$ cat src/ghbp_pkg.sv
// Shared constants and defaults for the global history branch predictor.
`default_nettype none

package ghbp_pkg;

  localparam int HISTORY_BITS_DEFAULT = 5;
  localparam int COUNT_BITS_DEFAULT   = 16;
  localparam int CTR_BITS             = 2;

  typedef enum logic {
    CMD_UPDATE = 1'b0,
    CMD_READ   = 1'b1
  } cmd_t;

  localparam logic [CTR_BITS-1:0] CTR_INIT = 2'd3;
  localparam logic [CTR_BITS-1:0] CTR_MAX  = 2'd3;
  localparam logic [CTR_BITS-1:0] CTR_MIN  = 2'd0;

endpackage

`default_nettype wire

$ cat src/ghbp_ram.sv
// Generic single-port-write, single-port-read RAM with registered read data.
`default_nettype none

module ghbp_ram #(
  parameter int WIDTH = 8,
  parameter int DEPTH = 32
) (
  input  wire logic                     clk,
  input  wire logic                     we,
  input  wire logic [$clog2(DEPTH)-1:0] waddr,
  input  wire logic [WIDTH-1:0]         wdata,
  input  wire logic                     re,
  input  wire logic [$clog2(DEPTH)-1:0] raddr,
  output logic      [WIDTH-1:0]         rdata
);

  logic [WIDTH-1:0] mem [DEPTH];

  always_ff @(posedge clk) begin
    if (we) begin
      mem[waddr] <= wdata;
    end
    if (re) begin
      rdata <= mem[raddr];
    end
  end

endmodule

`default_nettype wire

$ cat src/ghbp_update.sv
// Next-value logic for one table entry: counter step, outcome counts and prediction.
`default_nettype none

module ghbp_update #(
  parameter int COUNT_BITS = ghbp_pkg::COUNT_BITS_DEFAULT
) (
  input  wire logic                          cmd,
  input  wire logic                          taken,
  input  wire logic [ghbp_pkg::CTR_BITS-1:0] counter_old,
  input  wire logic [COUNT_BITS-1:0]         taken_old,
  input  wire logic [COUNT_BITS-1:0]         not_taken_old,
  output logic      [ghbp_pkg::CTR_BITS-1:0] counter_new,
  output logic      [COUNT_BITS-1:0]         taken_new,
  output logic      [COUNT_BITS-1:0]         not_taken_new,
  output logic                               predicted_taken,
  output logic                               mispredicted
);

  logic is_update;

  assign is_update       = (cmd == ghbp_pkg::CMD_UPDATE);
  assign predicted_taken = counter_old[ghbp_pkg::CTR_BITS-1];
  assign mispredicted    = is_update && (predicted_taken != taken);

  always_comb begin
    counter_new   = counter_old;
    taken_new     = taken_old;
    not_taken_new = not_taken_old;
    if (is_update) begin
      if (taken) begin
        if (counter_old != ghbp_pkg::CTR_MAX) begin
          counter_new = counter_old + 1'b1;
        end
        if (taken_old != {COUNT_BITS{1'b1}}) begin
          taken_new = taken_old + 1'b1;
        end
      end else begin
        if (counter_old != ghbp_pkg::CTR_MIN) begin
          counter_new = counter_old - 1'b1;
        end
        if (not_taken_old != {COUNT_BITS{1'b1}}) begin
          not_taken_new = not_taken_old + 1'b1;
        end
      end
    end
  end

endmodule

`default_nettype wire

$ cat src/global_history_branch_predictor_core.sv
// Top level of the global history branch predictor.
`default_nettype none

// Takes one word per cycle while item_stall is low and returns one result word per
// input word. A word has its table entry read at the clock edge that accepts it;
// the entry is then updated and registered as a result when the result register
// can advance. The table lives in a RAM with registered read. A write-back bypass
// register covers back-to-back words that hit the same entry. While a result word
// is stalled the block holds one further word, after which item_stall rises. After
// reset the table is swept to its initial state, and item_stall is high throughout
// the sweep.
module global_history_branch_predictor_core #(
  parameter int HISTORY_BITS = ghbp_pkg::HISTORY_BITS_DEFAULT,
  parameter int COUNT_BITS   = ghbp_pkg::COUNT_BITS_DEFAULT
) (
  input  wire logic                    clk,
  input  wire logic                    rst,
  input  wire logic                    item_valid,
  output logic                         item_stall,
  input  wire logic                    cmd,
  input  wire logic                    taken,
  input  wire logic [HISTORY_BITS-1:0] read_index,
  output logic                         result_valid,
  input  wire logic                    result_stall,
  output logic                         predicted_taken,
  output logic                         mispredicted,
  output logic      [HISTORY_BITS-1:0] entry_index,
  output logic [ghbp_pkg::CTR_BITS-1:0] counter_value,
  output logic      [COUNT_BITS-1:0]   taken_total,
  output logic      [COUNT_BITS-1:0]   not_taken_total
);

  localparam int DEPTH   = 1 << HISTORY_BITS;
  localparam int ENTRY_W = ghbp_pkg::CTR_BITS + 2 * COUNT_BITS;

  logic                    clearing;
  logic [HISTORY_BITS-1:0] clear_addr;
  logic [HISTORY_BITS-1:0] history;
  logic [HISTORY_BITS-1:0] history_next;

  logic                    s1_valid;
  logic                    s1_cmd;
  logic                    s1_taken;
  logic [HISTORY_BITS-1:0] s1_index;

  logic                    fwd_valid;
  logic [HISTORY_BITS-1:0] fwd_addr;
  logic [ENTRY_W-1:0]      fwd_data;

  logic                    advance;
  logic                    accept;
  logic [HISTORY_BITS-1:0] rd_addr;
  logic [ENTRY_W-1:0]      rd_data;
  logic [ENTRY_W-1:0]      old_entry;
  logic [ENTRY_W-1:0]      new_entry;
  logic                    s1_write;
  logic                    ram_we;
  logic [HISTORY_BITS-1:0] ram_waddr;
  logic [ENTRY_W-1:0]      ram_wdata;

  logic [ghbp_pkg::CTR_BITS-1:0] ctr_new;
  logic [COUNT_BITS-1:0]         tk_new;
  logic [COUNT_BITS-1:0]         ntk_new;
  logic                          pred;
  logic                          miss;

  assign advance    = !(result_valid && result_stall);
  assign item_stall = clearing || (s1_valid && !advance);
  assign accept     = item_valid && !item_stall;
  assign rd_addr    = (cmd == ghbp_pkg::CMD_READ) ? read_index : history;

  assign history_next = HISTORY_BITS'({taken, history} >> 1);

  assign old_entry = (fwd_valid && (fwd_addr == s1_index)) ? fwd_data : rd_data;
  assign new_entry = {ctr_new, tk_new, ntk_new};
  assign s1_write  = s1_valid && advance && (s1_cmd == ghbp_pkg::CMD_UPDATE);

  assign ram_we    = clearing || s1_write;
  assign ram_waddr = clearing ? clear_addr : s1_index;
  assign ram_wdata = clearing ? {ghbp_pkg::CTR_INIT, {(2 * COUNT_BITS){1'b0}}} : new_entry;

  ghbp_ram #(
    .WIDTH (ENTRY_W),
    .DEPTH (DEPTH)
  ) u_table (
    .clk   (clk),
    .we    (ram_we),
    .waddr (ram_waddr),
    .wdata (ram_wdata),
    .re    (accept),
    .raddr (rd_addr),
    .rdata (rd_data)
  );

  ghbp_update #(
    .COUNT_BITS (COUNT_BITS)
  ) u_update (
    .cmd             (s1_cmd),
    .taken           (s1_taken),
    .counter_old     (old_entry[ENTRY_W-1 -: ghbp_pkg::CTR_BITS]),
    .taken_old       (old_entry[2*COUNT_BITS-1 -: COUNT_BITS]),
    .not_taken_old   (old_entry[COUNT_BITS-1:0]),
    .counter_new     (ctr_new),
    .taken_new       (tk_new),
    .not_taken_new   (ntk_new),
    .predicted_taken (pred),
    .mispredicted    (miss)
  );

  always_ff @(posedge clk) begin
    if (rst) begin
      clearing     <= 1'b1;
      clear_addr   <= '0;
      history      <= '0;
      s1_valid     <= 1'b0;
      fwd_valid    <= 1'b0;
      result_valid <= 1'b0;
    end else begin
      if (clearing) begin
        clear_addr <= clear_addr + 1'b1;
        if (clear_addr == {HISTORY_BITS{1'b1}}) begin
          clearing <= 1'b0;
        end
      end

      if (accept) begin
        s1_valid <= 1'b1;
        if (cmd == ghbp_pkg::CMD_UPDATE) begin
          history <= history_next;
        end
      end else if (advance) begin
        s1_valid <= 1'b0;
      end

      if (s1_write) begin
        fwd_valid <= 1'b1;
      end

      if (advance) begin
        result_valid <= s1_valid;
      end
    end
  end

  always_ff @(posedge clk) begin
    if (accept) begin
      s1_cmd   <= cmd;
      s1_taken <= taken;
      s1_index <= rd_addr;
    end
    if (s1_write) begin
      fwd_addr <= s1_index;
      fwd_data <= new_entry;
    end
    if (s1_valid && advance) begin
      predicted_taken <= pred;
      mispredicted    <= miss;
      entry_index     <= s1_index;
      counter_value   <= ctr_new;
      taken_total     <= tk_new;
      not_taken_total <= ntk_new;
    end
  end

endmodule

`default_nettype wire

$ cat config.mk
export PLATFORM = sky130hd
export DESIGN_NAME = global_history_branch_predictor_core
export DESIGN_NICKNAME = d
export VERILOG_FILES = /design/src/ghbp_pkg.sv /design/src/ghbp_ram.sv /design/src/ghbp_update.sv /design/src/global_history_branch_predictor_core.sv
export SDC_FILE = /design/constraint.sdc
export NUM_CORES = 2
export LEC_CHECK = 0
export BUFFER_PORTS_ARGS = -buffer_cell sky130_fd_sc_hd__buf_2
export CAP_MARGIN = 20
export CORE_UTILIZATION = 30
export CTS_CLUSTER_DIAMETER = 200
export DETAILED_ROUTE_END_ITERATION = 16
export PLACE_DENSITY = 0.54
export SYNTH_ARGS = -nofsm -noshare
export SYNTH_HDL_FRONTEND = slang
export SYNTH_SLANG_ARGS = --single-unit
export TNS_END_PERCENT = 50
$ cat constraint.sdc
create_clock -name clk -period 9.85 [get_ports clk]
set_input_delay 0.4925 -clock clk [delete_from_list [all_inputs] [get_ports clk]]
set_output_delay 0.4925 -clock clk [all_outputs]
set_load 0.03 [all_outputs]
# Word-level counts from Yosys, hierarchy flattened
# Memories as Yosys holds them, arrays and structs flattened. A register that Yosys moved wholly into a read port is not among the register bits.
# Index checks and enable logic that the tools add are counted.
[word_totals]
mem_count = 1
wordCells = 65
inputBits = 11
register_bits = 101
ram_bits = 1088
output_inout_bits = 43
[classes]
reduce_logical = 13
n_addsub = 5
muxes = 20
n_eq_ne = 7
n_bitwise = 2
[mem_list]
columns = ["name", "depth", "width", "read_ports", "rd_clocked_by_memory_dff", "write_ports", "line", "source"]
rows = [
  ["u_table.mem", 32, 34, 1, 1, 1, "ghbp_ram.sv:17", "logic [WIDTH-1:0] mem [DEPTH];"],
]
[op_table]
columns = ["cell", "n"]
rows = [
  ["16-bit 2-to-1 mux", 6],
  ["34-bit 2-to-1 mux", 2],
  ["16-bit by 1-bit adder with 16-bit output (second input constant)", 2],
  ["16-bit != test (second input constant)", 2],
  ["5-bit 2-to-1 mux", 2],
  ["2-bit 2-to-1 mux", 4],
  ["1-bit logical AND", 7],
  ["1-bit 2-to-1 mux", 6],
  ["5-bit by 1-bit adder with 5-bit output (second input constant)", 1],
  ["5-bit equality test", 1],
  ["5-bit equality test (second input constant)", 1],
  ["2-bit != test (second input constant)", 2],
  ["2-bit by 1-bit adder with 2-bit output (second input constant)", 1],
  ["1-bit zero test", 2],
  ["1-bit logical OR", 2],
  ["1-bit NOT", 2],
  ["2-bit AND reduction", 1],
  ["2-bit nonzero test", 1],
  ["2-bit by 1-bit subtractor with 2-bit output (second input constant)", 1],
  ["1-bit != test", 1],
]

# Depth between registers and ports, before layout
[depth]
depth_word = 8
mapped_depth = 16

# Hierarchy
# Synthesis repeated with hierarchy kept, for this count alone.
[unflattened]
hier_cells = 2760
area_unflattened_um2 = 48464.0
[modules_own_cells]
columns = ["mod", "area_each_um2", "instances", "seq_area_each_um2", "cells_per_inst"]
rows = [
  ["ghbp_ram", 43446.7, 1, 33692.3, 2399],
  ["global_history_branch_predictor_core", 4129.0, 1, 2892.8, 237],
  ["ghbp_update", 888.4, 1, 0.0, 124],
]

# Least setup slack after synthesis
# Ideal clock, no wire load.
[synth_path]
path_type = "input to register"
from = "input port result_stall"
to = "memory u_table.mem[1][0] in the netlist's numbering (enable)"
setup_slack_ns = 2.269
arrival_ns = 7.156
path_stages = 5
required_time_ns = 9.425
path_buffers = 1
cell_sequence = "a21boi_0 -> and2_1 -> clkbuf_1 -> a31oi_1 -> nor2_1"
[synth_via]
elab_chain_len = 7
[synth_rtl]
columns = ["element", "line", "source"]
rows = [
  ["start: declaration", "global_history_branch_predictor_core.sv:24", "input wire logic result_stall,"],
  ["1-bit logical AND", "global_history_branch_predictor_core.sv:67", "assign advance = !(result_valid && result_stall);"],
  ["1-bit zero test", "global_history_branch_predictor_core.sv:67", ""],
  ["1-bit logical AND (2 in series)", "global_history_branch_predictor_core.sv:76", "assign s1_write = s1_valid && advance && (s1_cmd == ghbp_pkg::CMD_UPDATE);"],
  ["named net s1_write", "global_history_branch_predictor_core.sv:56", "logic s1_write;"],
  ["1-bit logical OR", "global_history_branch_predictor_core.sv:78", "assign ram_we = clearing || s1_write;"],
  ["1-bit 2-to-1 mux", "ghbp_ram.sv:20", "if (we) begin"],
  ["1-bit 2-to-1 mux (not written as such)", "ghbp_ram.sv:21", "mem[waddr] <= wdata;"],
  ["end: declaration", "ghbp_ram.sv:17", ""],
]
# The timed path passes the listed nets, and every way through them passes these cells.

# Final worst setup path
[layout_path]
from = "register s1_index[4]"
to = "memory u_table.mem[28][20] in the netlist's numbering, data pin"
[layout_via]
elab_chain_len = 8
elab_cells_between_ends = 9
classes_between = "add/sub (1); eq/ne (2); mux (5); reduce/logical (1)"
[layout_rtl]
columns = ["element", "line", "source"]
rows = [
  ["start: declaration", "global_history_branch_predictor_core.sv:44", "logic [HISTORY_BITS-1:0] s1_index;"],
  ["start signal: assignment", "global_history_branch_predictor_core.sv:149", "s1_index <= rd_addr;"],
  ["5-bit equality test *", "global_history_branch_predictor_core.sv:74", "assign old_entry = (fwd_valid && (fwd_addr == s1_index)) ? fwd_data : rd_data;"],
  ["1-bit logical AND *", "global_history_branch_predictor_core.sv:74", ""],
  ["34-bit 2-to-1 mux *", "global_history_branch_predictor_core.sv:74", ""],
  ["16-bit by 1-bit adder with 16-bit output / 16-bit != test (equally long branches)", "ghbp_update.sv:35, ghbp_update.sv:34", ""],
  ["16-bit 2-to-1 mux", "ghbp_update.sv:34", "if (taken_old != {COUNT_BITS{1'b1}}) begin"],
  ["16-bit 2-to-1 mux", "ghbp_update.sv:30", "if (taken) begin"],
  ["16-bit 2-to-1 mux *", "ghbp_update.sv:29", "if (is_update) begin"],
  ["named net tk_new[4]", "global_history_branch_predictor_core.sv:62", "logic [COUNT_BITS-1:0] tk_new;"],
  ["34-bit 2-to-1 mux *", "global_history_branch_predictor_core.sv:80", "assign ram_wdata = clearing ? {ghbp_pkg::CTR_INIT, {(2 * COUNT_BITS){1'b0}}} : new_entry;"],
  ["named net ram_wdata[20]", "global_history_branch_predictor_core.sv:59", "logic [ENTRY_W-1:0] ram_wdata;"],
]
# The timed path passes the listed nets; every way through them passes the cells marked *.

==> run metrics <==
critical path class flop to flop; fin crit share a little under three fifths; Reg-to-Reg Start s1_index[4]; final hold vios 0; Slew headroom a little under a quarter; critical path's slowest cell and2_1; GRT overflow 0; Synth area leader edfxtp_1; crit path capture u_table.mem[28][20]; max cap viols 0; most used cell, CP xnor2_1; global-route wire length before repair 214 mm; Post-Syn Area 49,200 sq um; status finished, final reports clean; die height 407 um; share of cells above drive strength 1 9.97%; crit-path cells xnor2_1, nand4_2, nor2_4, buf_4, mux2i_1, inv_1, ha_1, and3_1, o211ai_1, o41ai_4, a2111oi_0, xnor2_1, and2_1; CTS Buf Count 120; Crit. End Element flop; final slew viol count 0; clk sinks 1,223; setup TNS 0 ns; post-synthesis sequential area ratio 74.3%; Routed Antenna Nets 0; latest clock arrival within the worst-skew pair approximately 0.77 ns; CTS tree yes; Min-Delay Path Class primary input to flop; Synth async-reset ratio 0%; Synth top area share 73.7%; Cells after Synth 3,735; RSZ-0062 raised after global routing false; PostCTS Resize Cnt 0; Post CTS Setup Buffer Count 0; Root Buffer clkbuf_16; post-synthesis cell type count 61; Final Critical Period between 5 and 6 ns; Max Clock Skew 0.0690 ns; WL final 149 mm; Final Wtd Congestion 0.883; vias in the first global route 29,800; CTS clk-pin slew, worst paths around 0.060 ns; commonest cells in the netlist 1,209 x edfxtp_1, 1,136 x nand2_1, 286 x nand3_1, 150 x clkbuf_1, 146 x a31oi_1; CP Launch Type flop; RR Endpoint u_table.mem[28][20]; main area contributors after synthesis edfxtp_1 74%, nand2_1 8.7%, nand3_1 2.9%, a311oi_1 2.4%, a31oi_1 1.9%; initial core utilization 30.3%; Peak VDD IR 0.000162 V; vias after detailed routing 31,100; final setup fails 0; Power Density ~190 nW/um^2; syn_nets between 3,000 and 4,000; Pleak 18.6 nW; post-DR wirelength/cell 24.7 um; full die area 166,000 sq um; Slew @ Worst Pin 1.15 ns; Syn Area/Cell 13.2 sq um; initial DRC count 3,698; Crit path arrival time about 6 ns; largest net degree at the start of global routing approximately 190; total track usage 17.6%; Std-Cell Core Area 163,000 sq um; worst stage delay on the critical path about 0.84 ns; YS warnings 0; hpwl dp 76.3 mm; Fmax achieved 178 MHz; DR DRC count 0; R2R cell count 13; H-tree depth 3; crit path max fanout 39; die width between 400 and 500 um; vias per cell 5.16; crit path from s1_index[4]; Clock Path Buffers 3; FP Rows 148; PortBufs 53; drt pass-1 iters 7; Post-synth EDFFs 1,209; CTS Hold Bufs 1; Layout Nets ~3,800; Yosys reg bits around 1,200; IO Count 54; Power, Total 10.8 mW; synth-to-layout area growth 14.7%; count leader, synth edfxtp_1; Core Util, Final 34.7%; Main synth FF type edfxtp_1; worst reg-to-reg setup slack 4.22 ns; Fin Hold WS 0.0443 ns; CP required between 10 and 15 ns; diodes inserted 0; antenna violations before repair 4
[worst min-delay path by stage]
stage | start | endpoint | slack (ns) | cells past startpoint
after CTS | result_stall | result_valid | 0.0009 | 3
after global placement | fwd_valid | fwd_valid | 0.49 | 2
after floorplan | fwd_valid | fwd_valid | 0.45 | 2
after detailed placement | fwd_valid | fwd_valid | 0.49 | 2
after global routing | result_stall | s1_valid | 0.04 | 3
final | result_stall | result_valid | 0.04 | 3
[layout by cell type (no fill, tap or decap), types with 4 or more instances in the layout]
cell type | Yosys | final
buf_4 | 1 | 63
clkinv_1 | 1 | 25
nor2_4 | 0 | 37
xor2_1 | 6 | 6
clkinv_2 | 0 | 27
ha_1 | 4 | 4
nor4_1 | 8 | 8
a211oi_1 | 5 | 4
xnor2_1 | 28 | 28
and2_1 | 34 | 33
mux2i_1 | 44 | 41
nand4_1 | 18 | 18
buf_12 | 0 | 6
and3_1 | 145 | 145
dfxtp_1 | 14 | 14
nor3_1 | 25 | 24
a22o_1 | 36 | 36
a31oi_1 | 146 | 143
a221oi_1 | 34 | 34
a311oi_1 | 136 | 136
o21ai_0 | 6 | 6
nand3_1 | 286 | 286
or2_2 | 4 | 4
mux2_2 | 10 | 10
buf_2 | 65 | 53
nand2_1 | 1136 | 1136
nor2_1 | 78 | 41
edfxtp_1 | 1209 | 1209
bufinv_16 | 0 | 11
inv_6 | 0 | 4
a21oi_1 | 19 | 18
clkbuf_16 | 0 | 122
buf_16 | 0 | 13
clkinvlp_4 | 0 | 6
inv_1 | 18 | 16
clkbuf_1 | 150 | 23
[layout make-up]
class                           count  area (sq um)
Sequential cell                  1223         36600
Fill cell                       15700        106000
Inverter                           19          86.3
Multi-Input combinational cell   2249         12000
Timing Repair Buffer              139          1280
Clock buffer                      144          3110
Tap cell                         2175          2720
Clock inverter                     77           724
[routing by layer]
| metal | vias up | track usage [%] | wire, um |
|---|---|---|---|
| met5 | - | 0 | 0 |
| met4 | 0 | 5.64 | 4110 |
| met3 | 202 | 4.83 | 13800 |
| met2 | 1217 | 26.8 | 67000 |
| met1 | 15700 | 24.2 | 63800 |
| li1 | 13900 | - | - |
[through the flow]
stage                     cell area, sq um  std cells  setup WS, ns
after detailed placement             52200       5790          4.38
after floorplan                      49200       3735          2.27
after global routing                 56500       6026          3.89
after CTS                            56100       6012          4.31
after global placement               52200       5788          4.36
final                                56500       6026          4.22
[flip-flops by register name (all words and copies together) (netlist names)]
name,cells
u_table.mem,1088
fwd_data,34
u_table.rdata,34
not_taken_total,16
taken_total,16
clear_addr,5
entry_index,5
fwd_addr,5
history,5
s1_index,5
counter_value,2
clearing,1
fwd_valid,1
mispredicted,1
predicted_taken,1
result_valid,1
s1_cmd,1
s1_taken,1
s1_valid,1
[worst max-delay path: cells and delay by family, from the launching register on]
family | cells | cell delay, ns
AOI/OAI and AO/OA | 3 | 1.04
xor gates and xnor gates | 2 | 0.54
adders and majority gates | 1 | 0.27
buffers and inverters | 2 | 0.65
DFF | 1 | 0.47
muxes | 1 | 0.36
and+or+nand+nor | 4 | 1.90
[cells by family (layout without fill, tap and decap cells)]
family                     Yosys count  in the layout  share of synthesized area [%]
and+or+nand+nor                   1753           1753                           15.4
xor gates and xnor gates            35             35                          0.638
muxes                               56             56                           1.18
buffers and inverters              263            379                           2.18
AOI/OAI and AO/OA                  401            401                           6.22
adders and majority gates            4              4                          0.102
DFF                               1223           1223                           74.3
[report_power, final]
part | total [mW] | switching (mW) | internal, mW
Clock | 4.55 | 2.01 | 2.54
Sequential | 5.71 | 0.0130 | 5.70
Combinational | 0.555 | 0.391 | 0.164
(Power assumes the default switching activity.)
